--- config.mk ---
export PLATFORM = sky130hd
export DESIGN_NAME = bptc_cfg_regs
export DESIGN_NICKNAME = d
export VERILOG_FILES = /design/src/rtl/core/bptc_pkg.sv /design/src/rtl/core/bptc_cfg_regs.sv
export SDC_FILE = /design/constraint.sdc
export NUM_CORES = 1
export LEC_CHECK = 0
export ABC_AREA = 1
export BUFFER_PORTS_ARGS = -buffer_cell sky130_fd_sc_hd__buf_2
export CAP_MARGIN = 10
export CORE_UTILIZATION = 40
export CTS_BUF_LIST = sky130_fd_sc_hd__clkbuf_4
export DETAILED_ROUTE_END_ITERATION = 6
export HOLD_SLACK_MARGIN = 0.06
export PLACE_DENSITY = 0.72
export RECOVER_POWER = 25
export SYNTH_ARGS = -nofsm -noshare
export SYNTH_HDL_FRONTEND = slang
export SYNTH_SLANG_ARGS = --single-unit
--- constraint.sdc ---
create_clock -name clk -period 1.1 [get_ports clk]
set_input_delay 0.165 -clock clk [delete_from_list [all_inputs] [get_ports clk]]
set_output_delay 0.165 -clock clk [all_outputs]
set_load 0.005 [all_outputs]
--- src/rtl/core/bptc_pkg.sv ---
package bptc_pkg;

	// Calibration register indexes on the configuration port
	localparam int CFG_IDX_W = 3;
	localparam logic [CFG_IDX_W-1:0] CFG_PSENS = 3'd0;
	localparam logic [CFG_IDX_W-1:0] CFG_POFF  = 3'd1;
	localparam logic [CFG_IDX_W-1:0] CFG_TCS   = 3'd2;
	localparam logic [CFG_IDX_W-1:0] CFG_TCO   = 3'd3;
	localparam logic [CFG_IDX_W-1:0] CFG_TREF  = 3'd4;
	localparam logic [CFG_IDX_W-1:0] CFG_TEMPSENS = 3'd5;

	localparam int COEFF_W = 16;
	localparam int RAW_W   = 24;
	localparam int TEMP_W  = 19;
	localparam int PRES_W  = 32;

	// Temperature band edges, hundredths of a degree
	localparam logic signed [TEMP_W-1:0] T_REF  = 19'sd2000;
	localparam logic signed [TEMP_W-1:0] T_COLD = -19'sd1500;
	// T_COLD - T_REF, compared against the shifted slope product
	localparam logic signed [17:0] LO_COLD = -18'sd3500;

	// Second-order weights
	localparam logic [40:0] K_OFF2_LO  = 41'd61;
	localparam logic [40:0] K_SENS2_LO = 41'd29;
	localparam logic [39:0] K_OFF2_HI  = 40'd17;
	localparam logic [39:0] K_SENS2_HI = 40'd9;

	// Factory calibration words
	typedef struct packed {
		logic [COEFF_W-1:0] psens;    // C1
		logic [COEFF_W-1:0] poff;     // C2
		logic [COEFF_W-1:0] tcs;      // C3
		logic [COEFF_W-1:0] tco;      // C4
		logic [COEFF_W-1:0] tref;     // C5
		logic [COEFF_W-1:0] tempsens; // C6
	} coeffs_t;

endpackage

--- src/rtl/core/bptc_cfg_regs.sv ---
module bptc_cfg_regs (
	input  logic                            clk,
	input  logic                            arst_n,
	input  logic                            cfg_valid,
	input  logic [bptc_pkg::CFG_IDX_W-1:0]  cfg_index,
	input  logic [bptc_pkg::COEFF_W-1:0]    cfg_data,
	output bptc_pkg::coeffs_t               coeffs
);
	import bptc_pkg::*;

	coeffs_t coeffs_q;

	// Register file write; unknown indexes drop the transfer
	always_ff @(posedge clk or negedge arst_n) begin
		if (!arst_n) begin
			coeffs_q <= '0;
		end else if (cfg_valid) begin
			unique case (cfg_index)
				CFG_PSENS:    coeffs_q.psens    <= cfg_data;
				CFG_POFF:     coeffs_q.poff     <= cfg_data;
				CFG_TCS:      coeffs_q.tcs      <= cfg_data;
				CFG_TCO:      coeffs_q.tco      <= cfg_data;
				CFG_TREF:     coeffs_q.tref     <= cfg_data;
				CFG_TEMPSENS: coeffs_q.tempsens <= cfg_data;
				default: ;
			endcase
		end
	end

	assign coeffs = coeffs_q;

endmodule

==> results of run 1 <==
-- worst min-delay path by stage --
stage | slack (ns) | cells after the start | startpoint | endpoint
global route | 0.23 | 5 | cfg_index[2] | coeffs[65]$_DFFE_PN0P_
CTS | 0.19 | 5 | cfg_index[2] | coeffs[81]$_DFFE_PN0P_
floorplan | -0.13 | 0 | arst_n | coeffs[0]$_DFFE_PN0P_
global placement | 0.17 | 2 | arst_n | coeffs[3]$_DFFE_PN0P_
finish | 0.23 | 5 | cfg_index[2] | coeffs[64]$_DFFE_PN0P_
detailed placement | 0.17 | 2 | arst_n | coeffs[3]$_DFFE_PN0P_
-- synth_stat cells, drive strengths merged --
cell type,n
inv,6
dfrtp,96
buf,16
nand2,234
nand3,64
nor2,6
clkbuf,3
-- cells by family after synthesis --
kind of cell	share of synthesized area
AND/OR/NAND/NOR	0.331
flip-flops	0.636
buffers and inverters	0.0321
-- stage by stage --
step / utilization / instances / setup TNS, ns / worst slack [ns]
after CTS: 0.564 / 722 / -5.24 / -0.0818
after global routing: 0.576 / 741 / -8.11 / -0.111
after floorplan: - / 425 / 0 / 0.160
after global placement: 0.506 / 658 / 0 / 0.0187
final: 0.576 / 741 / -3.55 / -0.0724
after detailed placement: 0.506 / 658 / 0 / 0.00685
-- power groups by stage --
| stage | registers [uW] | clock network (uW) | logic (uW) |
|---|---|---|---|
| after floorplan | 4650 | 0 | 626 |
| after global placement | 4620 | 0 | 1710 |
| after detailed placement | 4630 | 0 | 1780 |
| after CTS | 4550 | 1860 | 2140 |
| after global routing | 4630 | 2010 | 2560 |
| final | 4570 | 1830 | 2300 |
-- per-layer routing --
| layer | up-vias | GRT usage | part of all wire |
|---|---|---|---|
| li1 | 1727 | - | - |
| met1 | 1725 | 0.318 | 0.44 |
| met2 | 117 | 0.370 | 0.49 |
| met3 | 15 | 0.0408 | 0.057 |
| met4 | 0 | 0.0905 | 0.017 |
| met5 | - | 0 | 0 |
-- cells in the final DEF, fill, tap and decap left out, drive strengths merged --
cell type,instances
nor2,6
nand2,234
bufinv,1
dfrtp,96
dlygate4sd3,17
clkinv,5
nand3,64
inv,7
clkbuf,12
buf,188
-- layout make-up --
class	instances	area, um2
Sequential cell	96	2400
Fill cell	850	3900
Multi-Input combinational cell	304	1260
Timing Repair Buffer	208	1340
Tap cell	111	139
Clock buffer	9	67.6
Inverter	6	22.5
Clock inverter	7	61.3
-- repair_timing --
item,4_1_cts,5_1_grt
buffers inserted,31,19
setup endpoints to repair,96,96
endpoints found under the hold margin,185,0
hold buffers,17,0
==> summary.txt, run 1 <==
Vias in the first global route: 3385
CP Max Fanout: 2
Share of cells above drive strength 1: 0.343
Synth warnings: 0
Fin nets: 647
Netlist cell types: 11
VDD IR max: 0.677 mV
GRT overflow: 0
Crit path launch: coeffs[92]$_DFFE_PN0P_
Gate power share: 0.265
WP depth: 1
P_leak: 0.00311 uW
1st-iter DRT viols: 184
Via density per instance: 4.84
Number of CTS-inserted buffers: 9
End of the critical path: coeffs[92]
Synth top area share: 0.636
First-pass GRT wire length: 17300 um
WP data arrival: 1.01 ns
Maximum operating frequency: 853 MHz
Mean area per synthesized cell: 8.88 um2
Failing checks: setup timing
Port Buffers: 117
Clock Tree Buf Depth: 2
Synth area leader: dfrtp_1
Clock Power Share: 0.210
Row count: 35
Max-cap violations: 0
R2R setup slack: 0.22 ns
Final wirelength: 11200 um
Flop pwr share: 0.525
1st-pass router iterations: 5
Gpl congestion: 0.819
Ant diodes: 0
Crit-path max cell delay: 0.43 ns
Clock Skews: 0 ns
Post-DP HPWL: 7500 um
Worst slew pin tran: 0.677 ns
Worst path slowest cell: dfrtp_1
WS Path Type: flip-flop to output pin
Post-route minimum period: 1.17 ns
Worst r2r src: coeffs[33]$_DFFE_PN0P_
Status: finished, violations left
Top post-synthesis cells by area: dfrtp_1 (64%), nand2_1 (23%), nand3_1 (8.5%)
Sw Ratio: 0.300
Post_cts resized: 0
Routed wire length per instance: 15.1 um
Total power: 8700 uW
Final setup fails: 96
Placed Area: 4650 um2
Final Cell Area: 5290 um2
PwrDens: 1640 nW/um2
Synthesized cell area: 3770 um2
Io pins: 118
Switching power: 2610 uW
Gr usage total: 0.232
WHS: 0.232 ns
Cell internal pwr: 6080 uW
Largest net degree at the start of global routing: 45
Layout Area Growth over Synthesis: 40.2%
Max reg flops: 96
CP Launch Type: flip-flop
RR Endpoint: coeffs[33]$_DFFE_PN0P_
CTS tree: yes
Worst-path clk slew: 0.14 ns
Initial Util: 0.410
Die Wd: 99.1 um
Die area: 9830 um2
Final Max Slew Viols: 0
Via count: 3584
Rel. slew slack: 0.549
Clk sink count: 96
Die height: 99.1 um
RSZ-0062 raised after global routing: yes
Final Hold Viols: 0
Register area share after synthesis: 0.636
Cell family with most CP delay: flip-flops
Initial antenna violation count: 0
Yosys reg bits: 96
CP required: 0.94 ns
Tcrit/Tclk final: 1.07
Setup WS post-layout: -0.0724 ns
Syn nets: 447
Worst path cell trace: buf_2
Core area: 9200 um2
Antenna-violating nets left: 0
Setup crit end kind: output pin
Post-Synthesis Cells: 425
Worst Hold Class: primary input to flip-flop
Clock Latency Late Sink: 0.43 ns
Post-route DRC: 0
Htree depth: 3
R2R depth: 4
Buffers plus inverters on the worst setup path: 1
CTS Root Cell: clkbuf_4
Power figures use the tool's default switching activity.
==> run 2, diff against run 1 <==
Settings changed: BUFFER_PORTS_ARGS -buffer_cell sky130_fd_sc_hd__buf_2 to default, DONT_BUFFER_PORTS from default to 1, PLACE_DENSITY 0.72 to 0.61, SETUP_SLACK_MARGIN from default to 0.2.
==> run 2 against run 1 <==
Highest routed layer unchanged. Critical path depth fell by 1. Non-clock buffer count down 171. Largest power group unchanged. Sequential power rose by 4%. Largest cell class unchanged. Power shrank 7.4%. Routed wire length shrank 8.7%. Die area unchanged. First-iteration DRC count down 25%. Core utilization down 10 points. The run ends with hold timing left. Sequential share of layout area up 9.9 points.
==> summary.txt, run 2 (synthesis results as in run 1) <==
Sw Ratio: 0.289
Rel. slew slack: 0.719
WHS: -0.597 ns
Gate power share: 0.111
Via density per instance: 5.08
Number of CTS-inserted buffers: 9
GRT overflow: 0
R2R setup slack: 0.43 ns
Final Max Slew Viols: 0
Row count: 35
CP required: 0.94 ns
Failing checks: hold timing
Flop pwr share: 0.591
Leading cell type in the layout, fill and taps excluded: nand2_1
Most frequent cells in the layout: nand2_1 (231), dfrtp_1 (96), nand3_1 (64)
Clock Power Share: 0.298
TNS Setup: 0 ns
Io pins: 118
Maximum operating frequency: 962 MHz
Post-route DRC: 0
WP data arrival: 0.87 ns
Worst-path clk slew: 0.16 ns
P_leak: 0.00234 uW
Post-CTS Setup Bufs: 0
Initial antenna violation count: 0
Fin nets: 476
Largest net degree at the start of global routing: 97
Total power: 8050 uW
Post-route minimum period: 1.04 ns
First-pass GRT wire length: 16400 um
Port Buffers: 0
1st-iter DRT viols: 138
Gpl congestion: 0.784
Htree depth: 3
1st-pass router iterations: 4
Worst slew pin tran: 0.420 ns
Clock Skews: 0 ns
Max-cap violations: 0
Status: finished, violations left
Setup crit end kind: output pin
Gr usage total: 0.218
Vias in the first global route: 2930
Share of cells above drive strength 1: 0.0980
Final Hold Viols: 96
Routed wire length per instance: 17.9 um
Max reg flops: 96
CTS Root Cell: clkbuf_4
Layout Area Growth over Synthesis: 15.1%
WS Path Type: flip-flop to output pin
Initial Util: 0.410
VDD IR max: 0.651 mV
CP Launch Type: flip-flop
Antenna-violating nets left: 0
Ant diodes: 0
Final setup fails: 0
Clock Tree Buf Depth: 2
Switching power: 2320 uW
Cell internal pwr: 5730 uW
Final wirelength: 10200 um
Clk sink count: 96
RSZ-0062 raised after global routing: yes
Clock Latency Late Sink: 0.43 ns
Die area: 9830 um2
Post-DP HPWL: 6690 um
Fill count: 897
Worst Hold Class: primary input to async pin
Tcrit/Tclk final: 0.945
Core area: 9200 um2
PwrDens: 1850 nW/um2
Via count: 2893
CP Max Fanout: 2
CTS tree: yes
Die height: 99.1 um
Die Wd: 99.1 um
## run 2: final cells by class
class | instances | area (um2) | area share
Tap cell | 111 | 139 | 0.0320
Timing Repair Buffer | 37 | 333 | 0.0766
Clock buffer | 9 | 67.6 | 0.0155
Inverter | 6 | 22.5 | 0.00518
Multi-Input combinational cell | 304 | 1260 | 0.290
Clock inverter | 7 | 124 | 0.0285
Sequential cell | 96 | 2400 | 0.553
## run 2: what timing repair did
| item | CTS | global route |
|---|---|---|
| endpoints found under the setup margin | 96 | 112 |
| gates resized for setup | 0 | 2 |
| endpoints found under the hold margin | 192 | 97 |
| gates cloned | 0 | 1 |
| hold buffers | 20 | 1 |
## run 2: power by group through the flow
stage	logic [uW]	clock network, uW	registers [uW]
6_report	894	2390	4760
5_1_grt	1060	2580	4840
4_1_cts	897	2480	4770
3_5_place_dp	759	0	4840
3_3_place_gp	722	0	4830
2_1_floorplan	629	0	4650
## run 2: per-layer routing
layer | vias up | track usage | routed length, um
met5 | - | 0 | 0
met4 | 0 | 0.0928 | 186
met3 | 16 | 0.0464 | 754
met2 | 104 | 0.340 | 4780
met1 | 1379 | 0.298 | 4510
li1 | 1394 | - | -
## run 2: stage by stage
stage	setup WS [ns]	utilization	instance area, um2	cells
after floorplan	0.201	-	3780	425
after global placement	0.0934	0.429	3940	533
after detailed placement	0.0786	0.429	3940	533
after CTS	0.0157	0.471	4330	569
after global routing	0.00844	0.473	4350	570
final	0.0610	0.473	4350	570
## run 2: worst paths after layout
| kind | cells after the start | endpoint | start |
|---|---|---|---|
| worst max-delay path | 0 | coeffs[11] | coeffs[11]$_DFFE_PN0P_ |
| min in group clk | 4 | coeffs[76]$_DFFE_PN0P_ | cfg_index[1] |
| worst max register to register | 2 | coeffs[36]$_DFFE_PN0P_ | coeffs[36]$_DFFE_PN0P_ |
| worst min register to register | 2 | coeffs[70]$_DFFE_PN0P_ | coeffs[70]$_DFFE_PN0P_ |
| max in group asynchronous | 0 | coeffs[3]$_DFFE_PN0P_ | arst_n |
| worst min-delay path | 0 | coeffs[30]$_DFFE_PN0P_ | arst_n |
==> run 3, diff against run 2 <==
Settings changed: HOLD_SLACK_MARGIN 0.06 to default.
==> run 3 against run 2 <==
The flow still finishes with violations (hold timing). Hold slack improved by 0.0028 ns. Via count fell by 0.10%. Flip-flop and latch count did not move. Register-to-register slack barely moved. Largest power group unchanged. First-iteration DRC count rose by 17%. Combinational power fell by 2%. Clock-buffer cell count did not move.
==> summary.txt, run 3 (synthesis results as in run 1) <==
Status: finished, violations left
Failing checks: hold timing
1st-pass router iterations: 4
Post-route minimum period: 1.04 ns
Layout Area Growth over Synthesis: 14.0%
Initial antenna violation count: 0
Post-DP HPWL: 6690 um
CP Max Fanout: 2
WP depth: 0
Rel. slew slack: 0.728
1st-iter DRT viols: 161
Via count: 2890
WP data arrival: 0.87 ns
First-pass GRT wire length: 16300 um
Die area: 9830 um2
Number of CTS-inserted buffers: 9
Crit path launch: coeffs[11]$_DFFE_PN0P_
Die height: 99.1 um
Vias in the first global route: 2912
Via density per instance: 5.11
Fin nets: 472
Clock Tree Buf Depth: 2
GRT overflow: 0
Most frequent cells in the layout: nand2_1 (231), dfrtp_1 (96), nand3_1 (64)
Fill count: 903
Final setup fails: 0
Max reg flops: 96
CP required: 0.94 ns
Tcrit/Tclk final: 0.942
Initial Util: 0.410
CTS Root Cell: clkbuf_4
End of the critical path: coeffs[11]
WS Path Type: flip-flop to output pin
Final Hold Viols: 96
Clock Latency Late Sink: 0.43 ns
Routed wire length per instance: 18.0 um
Antenna-violating nets left: 0
Post-route DRC: 0
VDD IR max: 0.651 mV
P_leak: 0.00232 uW
Core area: 9200 um2
Ant diodes: 0
WHS: -0.594 ns
Worst r2r src: coeffs[36]$_DFFE_PN0P_
Gpl congestion: 0.784
Max-cap violations: 0
RR Endpoint: coeffs[36]$_DFFE_PN0P_
Io pins: 118
Die Wd: 99.1 um
Final Max Slew Viols: 0
Share of cells above drive strength 1: 0.0967
Setup slack after placement: 0.0786 ns
Setup crit end kind: output pin
Port Buffers: 0
Worst Hold Class: primary input to async pin
PwrDens: 1870 nW/um2
Row count: 35
Gr usage total: 0.218
Worst slew pin tran: 0.407 ns
Final wirelength: 10200 um
Maximum operating frequency: 965 MHz
R2R setup slack: 0.43 ns
Final Util: 0.468
Htree depth: 3
Leading cell type in the layout, fill and taps excluded: nand2_1
TNS Setup: 0 ns
Setup WS post-layout: 0.0635 ns
Clk sink count: 96
CTS hold repair buffers: 17
R2R depth: 2
Largest net degree at the start of global routing: 97
Post_cts resized: 0
RSZ-0062 raised after global routing: yes
CP Launch Type: flip-flop
CTS tree: yes
Clock Skews: 0 ns
Worst-path clk slew: 0.16 ns
run 3: cell count changes in the layout (fill, tap and decap cells not counted):
cell	previous run	this run
dlygate4sd3_1	20	17
buf_4	14	16
buf_2	1	0
buf_6	2	0
run 3: layout make-up:
cell class	count	area, um2	area share
multi-input cells	304	1260	0.292
clock inverters	7	124	0.0288
well taps	111	139	0.0323
flip-flops and latches	96	2400	0.558
repair buffers	33	290	0.0674
clock buffers	9	67.6	0.0157
inverters	6	22.5	0.00523
run 3: worst register-to-register path, delay by kind of cell, from the launching register on:
family	cells	cell delay [ns]
flip-flops	1	0.44
AND/OR/NAND/NOR	2	0.14
run 3: metrics by stage:
stage | power, uW | hold slack (ns) | instances | area [um2]
5_1_grt | 8460 | -0.645 | 566 | 4300
3_3_place_gp | 5550 | -0.128 | 533 | 3940
2_1_floorplan | 5280 | -0.131 | 425 | 3780
3_5_place_dp | 5590 | -0.128 | 533 | 3940
6_report | 8040 | -0.594 | 566 | 4300
4_1_cts | 8140 | -0.645 | 566 | 4300
run 3: what timing repair did:
action | in CTS | in global routing
buffers inserted | 0 | 0
setup endpoints to repair | 96 | 96
cloned | 0 | 0
endpoints found under the hold margin | 192 | 96
pin swaps | 0 | 0
run 3: worst min-delay path by stage:
stage            from                     end  slack (ns)  cells past startpoint
4_1_cts        arst_n  coeffs[38]$_DFFE_PN0P_       -0.64                      0
6_report       arst_n  coeffs[30]$_DFFE_PN0P_       -0.59                      0
3_5_place_dp   arst_n  coeffs[56]$_DFFE_PN0P_       -0.13                      0
5_1_grt        arst_n  coeffs[27]$_DFFE_PN0P_       -0.64                      0
2_1_floorplan  arst_n   coeffs[0]$_DFFE_PN0P_       -0.13                      0
3_3_place_gp   arst_n  coeffs[58]$_DFFE_PN0P_       -0.13                      0
run 3: power breakdown:
part           switching (uW)  internal (uW)
clock                    1220           1180
combinational             527            353
sequential                575           4190
run 3: metal layers:
| metal | up-vias | GRT usage | routed length [um] |
|---|---|---|---|
| li1 | 1389 | - | - |
| met1 | 1369 | 0.297 | 4490 |
| met2 | 113 | 0.339 | 4740 |
| met3 | 19 | 0.0464 | 754 |
| met4 | 0 | 0.0928 | 209 |
| met5 | - | 0 | 0 |
